<file path="config.mk">
export PLATFORM = sky130hd
export DESIGN_NAME = first_fit_heap_allocator_flat
export DESIGN_NICKNAME = d
export VERILOG_FILES = /design/src/rtl/ffa_pkg.sv /design/src/rtl/ffa_if.sv /design/src/rtl/ffa_ram.sv /design/src/rtl/ffa_fit.sv /design/src/rtl/first_fit_heap_allocator.sv /design/src/flat_wrapper.sv
export VERILOG_INCLUDE_DIRS = /design/src /design/src/rtl
export SDC_FILE = /design/constraint.sdc
export NUM_CORES = 2
export LEC_CHECK = 0
export BUFFER_PORTS_ARGS = -buffer_cell sky130_fd_sc_hd__buf_2
export CAP_MARGIN = 20
export CORE_MARGIN = 4
export CORE_UTILIZATION = 30
export DETAILED_ROUTE_END_ITERATION = 10
export PLACE_DENSITY = 0.45
export SLEW_MARGIN = 20
export SYNTH_ARGS = -nofsm -noshare
export SYNTH_HDL_FRONTEND = slang
export SYNTH_SLANG_ARGS = --single-unit
</file>
<file path="constraint.sdc">
create_clock -name clk -period 11 [get_ports clk]
set_clock_uncertainty 0.1 [all_clocks]
set_input_delay 2.2 -clock clk [delete_from_list [all_inputs] [get_ports clk]]
set_output_delay 2.2 -clock clk [all_outputs]
set_load 0.01 [all_outputs]
</file>
<file path="src/rtl/first_fit_heap_allocator_assert.svh">
// Assertion macros for the first-fit heap allocator.
// Users must have clk and rst_n in scope.
`ifndef FIRST_FIT_HEAP_ALLOCATOR_ASSERT_SVH
`define FIRST_FIT_HEAP_ALLOCATOR_ASSERT_SVH
// same-cycle implication
`define FFA_ASSERT_NOW(lbl, ante, cons, msg) \
    lbl: assert property (@(posedge clk) disable iff (!rst_n) (ante) |-> (cons)) \
        else $error(msg);
// next-cycle implication
`define FFA_ASSERT_NXT(lbl, ante, cons, msg) \
    lbl: assert property (@(posedge clk) disable iff (!rst_n) (ante) |=> (cons)) \
        else $error(msg);
`endif

</file>
<file path="src/rtl/ffa_pkg.sv">
// Package for the first-fit heap allocator: constants, codes, fit unit types.
// No dependencies.
`default_nettype none
package ffa_pkg;
    localparam int FFA_MAX_BLOCKS = 16;
    localparam int HEADER_BYTES   = 16;
    localparam int ALIGN_BYTES    = 8;
    localparam int SIZE_W         = 24;
    localparam int ADDR_W         = 32;
    localparam int EXT_W          = 34;
    localparam int ENTRY_W        = ADDR_W + SIZE_W;
    localparam int CFG_IDX_W      = 2;

    localparam logic [EXT_W-1:0] HDR_EXT    = EXT_W'(HEADER_BYTES);
    localparam logic [EXT_W-1:0] ALIGN_ADD  = EXT_W'(ALIGN_BYTES - 1);
    localparam logic [EXT_W-1:0] ALIGN_MASK = ~ALIGN_ADD;

    localparam logic ACT_ALLOC = 1'b0;
    localparam logic ACT_FREE  = 1'b1;

    localparam logic [CFG_IDX_W-1:0] CFG_HEAP_BASE  = 2'd0;
    localparam logic [CFG_IDX_W-1:0] CFG_HEAP_LIMIT = 2'd1;

    localparam logic [1:0] ST_OK        = 2'd0;
    localparam logic [1:0] ST_NO_SPACE  = 2'd1;
    localparam logic [1:0] ST_FULL      = 2'd2;
    localparam logic [1:0] ST_NOT_FOUND = 2'd3;

    typedef struct packed {
        logic               fits;
        logic               match;
        logic [ADDR_W-1:0]  cand_hdr;
        logic [ADDR_W-1:0]  cand_data;
        logic [EXT_W-1:0]   next_end;
    } fit_res_t;
endpackage
`default_nettype wire

</file>
<file path="src/rtl/ffa_if.sv">
// Channel interfaces: request, response and configuration write.
// Uses ffa_pkg.
`default_nettype none
interface ffa_req_if import ffa_pkg::*; ();
    logic              valid;
    logic              ready;
    logic              action;
    logic [SIZE_W-1:0] request_size;
    logic [ADDR_W-1:0] free_address;
    modport source (output valid, action, request_size, free_address, input ready);
    modport sink   (input valid, action, request_size, free_address, output ready);
endinterface

interface ffa_rsp_if import ffa_pkg::*; ();
    logic              valid;
    logic              ready;
    logic [ADDR_W-1:0] data_address;
    logic [1:0]        status;
    modport source (output valid, data_address, status, input ready);
    modport sink   (input valid, data_address, status, output ready);
endinterface

interface ffa_cfg_if import ffa_pkg::*; ();
    logic                 valid;
    logic                 ready;
    logic [CFG_IDX_W-1:0] index;
    logic [ADDR_W-1:0]    data;
    modport source (output valid, index, data, input ready);
    modport sink   (input valid, index, data, output ready);
endinterface
`default_nettype wire

</file>
<file path="src/rtl/ffa_ram.sv">
// Generic single-write, single-read RAM with registered read data.
// No dependencies.
`default_nettype none
module ffa_ram #(
    parameter int WIDTH = 8,
    parameter int DEPTH = 16
) (
    input  wire logic                              clk,
    input  wire logic                              wr_en,
    input  wire logic [(DEPTH>1?$clog2(DEPTH):1)-1:0] wr_addr,
    input  wire logic [WIDTH-1:0]                  wr_data,
    input  wire logic [(DEPTH>1?$clog2(DEPTH):1)-1:0] rd_addr,
    output logic      [WIDTH-1:0]                  rd_data
);
    logic [WIDTH-1:0] mem [DEPTH];

    always_ff @(posedge clk)
    begin
        if (wr_en)
        begin
            mem[wr_addr] <= wr_data;
        end
        rd_data <= mem[rd_addr];
    end
endmodule
`default_nettype wire

</file>
<file path="src/rtl/ffa_fit.sv">
// Shared address unit: candidate header, fit compare, chain advance, free match.
// Uses ffa_pkg.
`default_nettype none
module ffa_fit import ffa_pkg::*; (
    input  wire logic [EXT_W-1:0]  cur_end,
    input  wire logic [SIZE_W-1:0] req_size,
    input  wire logic [ADDR_W-1:0] free_addr,
    input  wire logic [ADDR_W-1:0] ent_hdr,
    input  wire logic [SIZE_W-1:0] ent_size,
    input  wire logic [ADDR_W-1:0] heap_limit,
    input  wire logic              is_last,
    output fit_res_t               res
);
    logic [EXT_W-1:0] hdr;
    logic [EXT_W-1:0] data;
    logic [EXT_W-1:0] cand_end;
    logic [EXT_W-1:0] ent_data;

    always_comb
    begin
        hdr      = (cur_end + ALIGN_ADD) & ALIGN_MASK;
        data     = hdr + HDR_EXT;
        cand_end = data + EXT_W'(req_size);
        ent_data = EXT_W'(ent_hdr) + HDR_EXT;
        res.fits = is_last ? (cand_end < EXT_W'(heap_limit))
                           : (cand_end <= EXT_W'(ent_hdr));
        res.match     = (ent_data == EXT_W'(free_addr));
        res.cand_hdr  = hdr[ADDR_W-1:0];
        res.cand_data = data[ADDR_W-1:0];
        res.next_end  = ent_data + EXT_W'(ent_size);
    end
endmodule
`default_nettype wire

</file>
<file path="src/rtl/first_fit_heap_allocator.sv">
// Allocate: walk entries until one fits, shift any later entries up, insert, then DONE.
// Free: walk to the matching entry, shift any later entries down, then DONE. Table
// full: straight to DONE. DONE waits while rsp is stalled. Result is registered; one
// request in flight, next accepted once the beat is loaded. Async active-low reset
// empties the table, heap_base 0, heap_limit 65536.
`default_nettype none
module first_fit_heap_allocator import ffa_pkg::*; #(
    parameter int MAX_BLOCKS = FFA_MAX_BLOCKS
) (
    input  wire logic clk,
    input  wire logic rst_n,
    ffa_req_if.sink   req,
    ffa_rsp_if.source rsp,
    ffa_cfg_if.sink   cfg
);
    `include "first_fit_heap_allocator_assert.svh"

    localparam int AW = (MAX_BLOCKS > 1) ? $clog2(MAX_BLOCKS) : 1;
    localparam int CW = $clog2(MAX_BLOCKS + 1);
    localparam logic [CW-1:0] CNT_MAX = CW'(MAX_BLOCKS);

    typedef enum logic [6:0] {
        S_IDLE  = 7'b0000001,
        S_AWALK = 7'b0000010,
        S_FWALK = 7'b0000100,
        S_SHUP  = 7'b0001000,
        S_SHDN  = 7'b0010000,
        S_INS   = 7'b0100000,
        S_DONE  = 7'b1000000
    } state_t;

    state_t            state_reg, state_next;
    logic [CW-1:0]     k_reg, k_next, j_reg, j_next, count_reg, count_next;
    logic [EXT_W-1:0]  cur_end_reg, cur_end_next;
    logic [SIZE_W-1:0] size_reg, size_next;
    logic [ADDR_W-1:0] addr_reg, addr_next, hdr_reg, hdr_next;
    logic [ADDR_W-1:0] res_data_reg, res_data_next;
    logic [1:0]        res_st_reg, res_st_next;
    logic              out_valid_reg, out_valid_next;
    logic [ADDR_W-1:0] out_data_reg, out_data_next;
    logic [1:0]        out_st_reg, out_st_next;
    logic [ADDR_W-1:0] base_reg, limit_reg;

    logic               wr_en;
    logic [AW-1:0]      wr_addr, rd_addr;
    logic [ENTRY_W-1:0] wr_data, rd_data;
    logic [CW-1:0]      rd_idx;
    fit_res_t           fit;
    logic               req_beat;

    ffa_ram #(.WIDTH(ENTRY_W), .DEPTH(MAX_BLOCKS)) u_table (
        .clk(clk), .wr_en(wr_en), .wr_addr(wr_addr), .wr_data(wr_data),
        .rd_addr(rd_addr), .rd_data(rd_data)
    );

    ffa_fit u_fit (
        .cur_end(cur_end_reg), .req_size(size_reg), .free_addr(addr_reg),
        .ent_hdr(rd_data[ENTRY_W-1:SIZE_W]), .ent_size(rd_data[SIZE_W-1:0]),
        .heap_limit(limit_reg), .is_last(k_reg == count_reg), .res(fit)
    );

    assign req.ready = (state_reg == S_IDLE);
    assign req_beat  = req.valid && req.ready;
    assign rsp.valid = out_valid_reg;
    assign rsp.data_address = out_data_reg;
    assign rsp.status = out_st_reg;
    assign cfg.ready = 1'b1;
    assign rd_addr = rd_idx[AW-1:0];

    always_comb
    begin
        state_next = state_reg;
        k_next = k_reg;
        j_next = j_reg;
        count_next = count_reg;
        cur_end_next = cur_end_reg;
        size_next = size_reg;
        addr_next = addr_reg;
        hdr_next = hdr_reg;
        res_data_next = res_data_reg;
        res_st_next = res_st_reg;
        out_valid_next = out_valid_reg && !rsp.ready;
        out_data_next = out_data_reg;
        out_st_next = out_st_reg;
        rd_idx = k_reg;
        wr_en = 1'b0;
        wr_addr = j_reg[AW-1:0];
        wr_data = rd_data;
        case (state_reg)
            S_IDLE:
            begin
                rd_idx = '0;
                if (req_beat)
                begin
                    k_next = '0;
                    size_next = req.request_size;
                    addr_next = req.free_address;
                    cur_end_next = EXT_W'(base_reg) + HDR_EXT;
                    res_data_next = '0;
                    if (req.action == ACT_FREE)
                    begin
                        state_next = S_FWALK;
                    end
                    else if (count_reg == CNT_MAX)
                    begin
                        res_st_next = ST_FULL;
                        state_next = S_DONE;
                    end
                    else
                    begin
                        state_next = S_AWALK;
                    end
                end
            end
            S_AWALK:
            begin
                if (fit.fits)
                begin
                    hdr_next = fit.cand_hdr;
                    res_data_next = fit.cand_data;
                    if (k_reg == count_reg)
                    begin
                        state_next = S_INS;
                    end
                    else
                    begin
                        rd_idx = count_reg - CW'(1);
                        j_next = count_reg;
                        state_next = S_SHUP;
                    end
                end
                else if (k_reg == count_reg)
                begin
                    res_st_next = ST_NO_SPACE;
                    state_next = S_DONE;
                end
                else
                begin
                    cur_end_next = fit.next_end;
                    k_next = k_reg + CW'(1);
                    rd_idx = k_reg + CW'(1);
                end
            end
            S_SHUP:
            begin
                wr_en = 1'b1;
                if (j_reg - CW'(1) == k_reg)
                begin
                    state_next = S_INS;
                end
                else
                begin
                    rd_idx = j_reg - CW'(2);
                    j_next = j_reg - CW'(1);
                end
            end
            S_INS:
            begin
                wr_en = 1'b1;
                wr_addr = k_reg[AW-1:0];
                wr_data = {hdr_reg, size_reg};
                count_next = count_reg + CW'(1);
                res_st_next = ST_OK;
                state_next = S_DONE;
            end
            S_FWALK:
            begin
                if (k_reg == count_reg)
                begin
                    res_st_next = ST_NOT_FOUND;
                    state_next = S_DONE;
                end
                else if (fit.match)
                begin
                    res_st_next = ST_OK;
                    if (k_reg + CW'(1) == count_reg)
                    begin
                        count_next = count_reg - CW'(1);
                        state_next = S_DONE;
                    end
                    else
                    begin
                        rd_idx = k_reg + CW'(1);
                        j_next = k_reg;
                        state_next = S_SHDN;
                    end
                end
                else
                begin
                    k_next = k_reg + CW'(1);
                    rd_idx = k_reg + CW'(1);
                end
            end
            S_SHDN:
            begin
                wr_en = 1'b1;
                if (j_reg + CW'(2) == count_reg)
                begin
                    count_next = count_reg - CW'(1);
                    state_next = S_DONE;
                end
                else
                begin
                    rd_idx = j_reg + CW'(2);
                    j_next = j_reg + CW'(1);
                end
            end
            S_DONE:
            begin
                if (!out_valid_reg || rsp.ready)
                begin
                    out_valid_next = 1'b1;
                    out_data_next = res_data_reg;
                    out_st_next = res_st_reg;
                    state_next = S_IDLE;
                end
            end
            default:
            begin
                state_next = S_IDLE;
            end
        endcase
    end

    always_ff @(posedge clk or negedge rst_n)
    begin
        if (!rst_n)
        begin
            state_reg <= S_IDLE;
            count_reg <= '0;
            out_valid_reg <= 1'b0;
            base_reg <= '0;
            limit_reg <= 32'd65536;
        end
        else
        begin
            state_reg <= state_next;
            count_reg <= count_next;
            out_valid_reg <= out_valid_next;
            if (cfg.valid && cfg.index == CFG_HEAP_BASE)
            begin
                base_reg <= cfg.data;
            end
            if (cfg.valid && cfg.index == CFG_HEAP_LIMIT)
            begin
                limit_reg <= cfg.data;
            end
        end
    end

    always_ff @(posedge clk)
    begin
        k_reg <= k_next;
        j_reg <= j_next;
        cur_end_reg <= cur_end_next;
        size_reg <= size_next;
        addr_reg <= addr_next;
        hdr_reg <= hdr_next;
        res_data_reg <= res_data_next;
        res_st_reg <= res_st_next;
        out_data_reg <= out_data_next;
        out_st_reg <= out_st_next;
    end

    `FFA_ASSERT_NOW(a_count_bound, 1'b1, count_reg <= CNT_MAX, "block count above table size")
    `FFA_ASSERT_NOW(a_err_zero, out_valid_reg && out_st_reg != ST_OK, out_data_reg == '0,
        "error result carries an address")
    `FFA_ASSERT_NXT(a_count_step, state_reg != S_INS && state_reg != S_FWALK
        && state_reg != S_SHDN, count_reg == $past(count_reg), "count moved outside update")
    `FFA_ASSERT_NXT(a_ins_grow, state_reg == S_INS, count_reg == $past(count_reg) + CW'(1),
        "insert did not grow table")
endmodule
`default_nettype wire
</file>
<file path="src/flat_wrapper.sv">
// flat-port wrapper written by rule: the top's interface ports become plain ports
module first_fit_heap_allocator_flat import ffa_pkg::*;
#(
    parameter int MAX_BLOCKS = FFA_MAX_BLOCKS
)
  (clk, rst_n, req_valid, req_action, req_request_size, req_free_address, req_ready, rsp_valid, rsp_data_address, rsp_status, rsp_ready, cfg_valid, cfg_index, cfg_data, cfg_ready);
  ffa_req_if req_i ();
  ffa_rsp_if rsp_i ();
  ffa_cfg_if cfg_i ();
  input  wire logic clk;
  input  wire logic rst_n;
  input wire logic [$bits(req_i.valid)-1:0] req_valid;
  input wire logic [$bits(req_i.action)-1:0] req_action;
  input wire logic [$bits(req_i.request_size)-1:0] req_request_size;
  input wire logic [$bits(req_i.free_address)-1:0] req_free_address;
  output wire logic [$bits(req_i.ready)-1:0] req_ready;
  output wire logic [$bits(rsp_i.valid)-1:0] rsp_valid;
  output wire logic [$bits(rsp_i.data_address)-1:0] rsp_data_address;
  output wire logic [$bits(rsp_i.status)-1:0] rsp_status;
  input wire logic [$bits(rsp_i.ready)-1:0] rsp_ready;
  input wire logic [$bits(cfg_i.valid)-1:0] cfg_valid;
  input wire logic [$bits(cfg_i.index)-1:0] cfg_index;
  input wire logic [$bits(cfg_i.data)-1:0] cfg_data;
  output wire logic [$bits(cfg_i.ready)-1:0] cfg_ready;
  assign req_i.valid = req_valid;
  assign req_i.action = req_action;
  assign req_i.request_size = req_request_size;
  assign req_i.free_address = req_free_address;
  assign req_ready = req_i.ready;
  assign rsp_valid = rsp_i.valid;
  assign rsp_data_address = rsp_i.data_address;
  assign rsp_status = rsp_i.status;
  assign rsp_i.ready = rsp_ready;
  assign cfg_i.valid = cfg_valid;
  assign cfg_i.index = cfg_index;
  assign cfg_i.data = cfg_data;
  assign cfg_ready = cfg_i.ready;
  first_fit_heap_allocator #(.MAX_BLOCKS(MAX_BLOCKS)) u_core (.clk(clk), .rst_n(rst_n), .req(req_i), .rsp(rsp_i), .cfg(cfg_i));
endmodule
</file>
* Yosys cells after proc, flatten, opt, wreduce, memory -nomap -nowiden
Memories as Yosys holds them, arrays and structs flattened. A register that Yosys moved wholly into a read port is not among the register bits.
Index checks and enable logic that the tools add are counted.
** Storage, ports and cells
- Bits in registers :: 274
- Bits in latches :: 0
- RAM bits :: 896
- Bits in read-only memories :: 0
- Bits of input ports :: 96
- Output and inout port bits :: 37
- Logic and storage cells :: 151
- Memories kept :: 1
** Memory list
- u_core.u_table.mem :: depth 16, bits a word 56, read ports 1, clocked after Yosys merged registers in 1, wr ports 1, line ffa_ram.sv:15 : logic [WIDTH-1:0] mem [DEPTH];
** Cells by class
- Add/subtract/negate cells :: 13
- Multiply operators :: 0
- Divide/modulo/power cells :: 0
- Magnitude comparators :: 2
- Eq/ne operators :: 33
- Shift-type cells :: 0
- Mux-type cells :: 63
- Bitwise gates (word level) :: 0
- Reduce and logical (&&, ||, !) cells :: 24
** Operators by type and width (count)
- 2-to-1 mux 34 bit :: 3
- 2-to-1 mux 5 bit :: 16
- 2-to-1 mux 7 bit :: 11
- adder 34 x 24 -> 34 bit :: 2
- one-hot mux 34 bit (2 select lines) :: 1
- adder 32 x 5 -> 33 bit, second input constant :: 2
- 2-to-1 mux 32 bit :: 2
- one-hot mux 32 bit (2 select lines) :: 1
- 2-to-1 mux 56 bit :: 1
- one-hot mux 7 bit (7 select lines) :: 1
- adder 34 x 3 -> 34 bit, second input constant :: 1
- adder 34 x 5 -> 34 bit, second input constant :: 1
- <= comparator 34 x 32 -> 1 bit :: 1
- < comparator 34 x 32 -> 1 bit :: 1
- == test 33 x 32 -> 1 bit :: 1
- 2-to-1 mux 4 bit :: 8
- one-hot mux 5 bit (3 select lines) :: 2
- != test 2 bit, second input constant :: 11
- == test 5 bit :: 4
- one-hot mux 4 bit (5 select lines) :: 1
- one-hot mux 5 bit (4 select lines) :: 1
- adder 5 x 1 -> 5 bit, second input constant :: 3
- 2-to-1 mux 2 bit :: 7
- != test 2 x 1 -> 1 bit, second input constant :: 6
- 31 further kinds :: 47

* Longest topological paths before layout
- Depth in word-level cells :: 7
- Mapped depth :: 38

* Modules after synthesis
Synthesis repeated with hierarchy kept, for this count alone.
** Unflattened totals
- Cells, all modules :: 3237
- Area total of the unflattened synthesis :: 53382.4 um^2
** Modules (own cells, without submodules)
- ffa_ram :: instances 1, cells each 1445, area an instance 34678.3 um^2
- first_fit_heap_allocator :: instances 1, cells each 912, area an instance 12398.1 um^2
- ffa_fit :: instances 1, cells each 880, area an instance 6306.0 um^2

* Worst setup path after synthesis
No wires, ideal clock.
- Path type :: reg-to-reg
- From :: register u_core.cur_end_reg[2]
- To :: register u_core.k_reg[4] (enable)
- Library setup time :: 0.243 ns
- Data arrival time :: 7.659 ns
- Required time :: 10.657 ns
- Slack :: 2.999 ns
- Stages on the path, launching flop included :: 30
- Cell sequence :: edfxtp_1 -> o311ai_4 -> buf_6 -> xnor2_1 -> ha_1 -> nand4_1 -> a21oi_1 -> nand3_1 -> xor2_1 -> ha_1 -> nand3_1 -> a21oi_1 -> o21ai_0 -> and4_1 -> or4b_2 -> o2bb2ai_1 -> nor4b_1 -> xor2_1 -> ha_1 -> inv_1 -> o21ai_0 -> a31oi_1 -> o21ai_0 -> a311oi_1 -> nor2_1 -> o211ai_1 -> o21ai_2 -> nor2_1 -> o21bai_1 -> and2_1
** RTL lines
- start: declaration :: line first_fit_heap_allocator.sv:34 : logic [EXT_W-1:0] cur_end_reg, cur_end_next;
- start signal: assignment :: line first_fit_heap_allocator.sv:255 : cur_end_reg <= cur_end_next;
- end signal: assignment :: line first_fit_heap_allocator.sv:253 : k_reg <= k_next;
- end: declaration :: line first_fit_heap_allocator.sv:33 : logic [CW-1:0] k_reg, k_next, j_reg, j_next, count_reg, count_next;

==> flow_metrics.env <==
export IMPL_status="completed"
export IMPL_final_max_slew_viol_count=0
export IMPL_synth_compound_area_share_pct=6.584
export IMPL_fin_ws_ns=0.8010
export IMPL_maxSlewHeadroom_pct=29.45
export IMPL_fin_nets=4573
export IMPL_hold_buffers=0
export IMPL_ios=133
export IMPL_peakVddDrop_mv=0.4410
export IMPL_antenna_found_initial=2
export IMPL_synthCells=4164
export IMPL_synth_most_common_cell="edfxtp_1"
export IMPL_synth_xor_area_share_pct=3.854
export IMPL_ys_top_cells_by_count="edfxtp_1, nand2_1, nand3_1"
export IMPL_grtUsageTotal_pct=17.69
export IMPL_largest_register_ffs=896
export IMPL_finalCritPeriodShare_pct=92.72
export IMPL_setup_violations=0
export IMPL_finalWeightedCongestion=0.8535
export IMPL_start_util_pct=30.20
export IMPL_drt_initial_drc_count=2665
export IMPL_num_vias=34440
export IMPL_preCtsSetupSlack_ns=0.9188
export IMPL_core_mm2=0.1811
export IMPL_root_buffer="clkbuf_16"
export IMPL_ys_top_cells_by_area="edfxtp_1, nand2_1, mux2_2"
export IMPL_synth_area_per_cell_um2=13.14
export IMPL_grt_overflow=0
export IMPL_netlist_area_mm2=0.05471
export IMPL_yosys_warnings=0
export IMPL_setup_tns_ns=0
export IMPL_cts_tree="yes"
export IMPL_cts_resized=0
export IMPL_synth_top_area_cell="edfxtp_1"
export IMPL_critPathLaunchType="flip-flop"
export IMPL_synth_fa_ha_area_share_pct=2.859
export IMPL_std_cell_rows=156
export IMPL_worst_pin_slew_ns=1.050
export IMPL_dieWidth_um=435.0
export IMPL_fin_area_mm2=0.06322
export IMPL_rsz0062_at_grt="no"
export IMPL_arrival_ns=10.76
export IMPL_synth_mux_area_share_pct=6.193
export IMPL_routed_wl_um=171900
export IMPL_grt_first_pass_wirelength_um=246500
export IMPL_yosysSeqAreaShare_pct=65.24
export IMPL_dieArea_mm2=0.1893
export IMPL_async_flop_share_pct=6.311
export IMPL_crit_type="reg2reg"
export IMPL_synth_cell_type_count=108
export IMPL_dpl_cell_area_mm2=0.05869
export IMPL_hpwlAfterDp_um=110100
export IMPL_area_growth_syn_to_layout_pct=15.57
export IMPL_grt_pass1_vias=34090
export IMPL_yosysTopAreaCellShare_pct=59.67
export IMPL_htree_levels=4
export IMPL_synth_simple_gate_area_share_pct=12.62
export IMPL_synth_flop_cell="edfxtp_1"
export IMPL_io_buffers=128
export IMPL_cp_required_ns=11.56
export IMPL_cts_num_sinks=1220
export IMPL_post_cts_buffers=0
export IMPL_worstSetupEndpointType="flip-flop"
export IMPL_fin_crit_ns=10.20
export IMPL_power_leakage_nw=22.13
export IMPL_avgRoutedWirePerCell_um=25.13
export IMPL_whs_ns=0.3116
export IMPL_drt_vias_per_instance=5.034
export IMPL_drv_cap=0
export IMPL_first_pass_iters=5
export IMPL_critPathMaxFanout=38
export IMPL_grt_start_max_net_pins=93
export IMPL_fmax_mhz=98.05
export IMPL_drive_gt1_share_pct=17.05
export IMPL_finalHoldViolCount=0
export IMPL_ant_nets=0
export IMPL_clk_latency_ns=0.78
export IMPL_p_per_area_mw_per_mm2=361.3
export IMPL_slowest_delay_ns=0.74
export IMPL_ys_ff_latch=1220
export IMPL_slowest_stage="or3_4"
export IMPL_cts_buffers_inserted=138
export IMPL_clk_pin_slew_ns=0.06
export IMPL_cts_buffer_depth=3
export IMPL_synth_edff_count=1087
export IMPL_chipHeight_um=435.0
export IMPL_drcViolationCount=0
export IMPL_synth_top_family_by_area="simple AND/OR/NAND/NOR gates"
export IMPL_min_path_type="reg2reg"
[report_power, final]
part | leakage (nW) | switching [W] | total [W] | internal [W]
registers | 11.2 | 0.000626 | 0.00678 | 0.00615
clock network | 2.18 | 0.00193 | 0.00461 | 0.00268
logic | 8.76 | 0.00729 | 0.0115 | 0.00417
total | 22.1 | 0.00985 | 0.0228 | 0.0130
[per-stage QoR]
step	utilization, %	power (W)	cells
2_1_floorplan	-	0.01441	4167
3_3_place_gp	32.39	0.01830	6581
3_5_place_dp	32.40	0.01837	6582
4_1_cts	34.89	0.02307	6838
5_1_grt	34.90	0.02429	6840
6_report	34.90	0.02284	6841
[worst max-delay path: cells and delay by family, from the launching register on]
family | cells | cell delay, ns
xor+xnor | 3 | 0.70
flops | 1 | 0.45
fa+ha+maj | 3 | 0.90
buf+inv | 3 | 0.65
compound gates | 15 | 4.29
simple gates | 9 | 2.97
[per-layer routing]
metal	wire length (µm)	vias to the layer above	track usage [%]
met5	0	-	0
met4	3265	0	3.826
met3	7542	195	2.559
met2	84620	790	30.08
met1	76470	17590	24.01
li1	-	15870	-
[final cells by class]
cell class | instances | area (µm²)
Sequential cell | 1220 | 35690
Clock inverter | 54 | 628.1
Antenna cell | 1 | 2.502
Tap cell | 2370 | 2965
Timing Repair Buffer | 251 | 1787
Inverter | 110 | 412.9
Clock buffer | 202 | 3867
Multi-Input combinational cell | 2633 | 17870
Fill cell | 17710 | 117900
[kinds of logic (layout without fill, tap and decap cells)]
group           count (synthesis)  after routing
mux                           302            302
buf+inv                       314            617
compound gates                577            577
xor+xnor                      224            224
fa+ha+maj                     124            124
flops                        1220           1220
other cells                     2              6
simple gates                 1401           1401
[worst paths after layout]
kind,slack [ns],startpoint,endpoint,depth (start not counted)
max in group asynchronous,8.49,rst_n,u_core.limit_reg[4]$_DFFE_PN0P_,2
setup / recovery,0.80,u_core.cur_end_reg[2]$_DFFE_PP_,u_core.u_table.rd_data[1]$_DFF_P_,33
setup reg to reg,0.80,u_core.cur_end_reg[2]$_DFFE_PP_,u_core.u_table.rd_data[1]$_DFF_P_,33
min in group asynchronous,1.22,rst_n,u_core.state_reg[6]$_DFFE_PN0P_,1
hold reg to reg,0.31,u_core.res_data_reg[14]$_SDFFCE_PN0P_,u_core.rsp.data_address[14]$_DFFE_PP_,0
hold / removal,0.31,u_core.res_data_reg[14]$_SDFFCE_PN0P_,u_core.rsp.data_address[14]$_DFFE_PP_,0
[cells in the final DEF (no fill, tap or decap), types with 15 or more instances in the layout]
cell,Yosys,final
ha_1,121,121
nand2_1,664,662
o22ai_1,118,118
buf_2,31,127
edfxtp_1,1087,1087
buf_4,12,106
buf_12,0,16
dfxtp_1,56,56
mux2_2,188,188
xnor2_1,135,135
inv_1,109,109
o21ai_0,106,93
nor3_1,47,47
clkbuf_16,0,141
dfrtp_1,75,75
nor4_1,34,34
a21o_1,27,27
nor2_1,109,91
nor4_2,41,41
clkbuf_1,123,50
a21oi_1,191,190
mux2_1,97,97
nand2b_1,20,19
a31oi_1,16,16
nand4_1,39,39
and3_1,27,27
clkinv_2,0,18
mux2i_1,15,15
nor2_4,0,18
xor2_1,77,77
nand3_1,292,291
and2_1,38,36
Note: power is estimated with default switching activity, not from simulation.
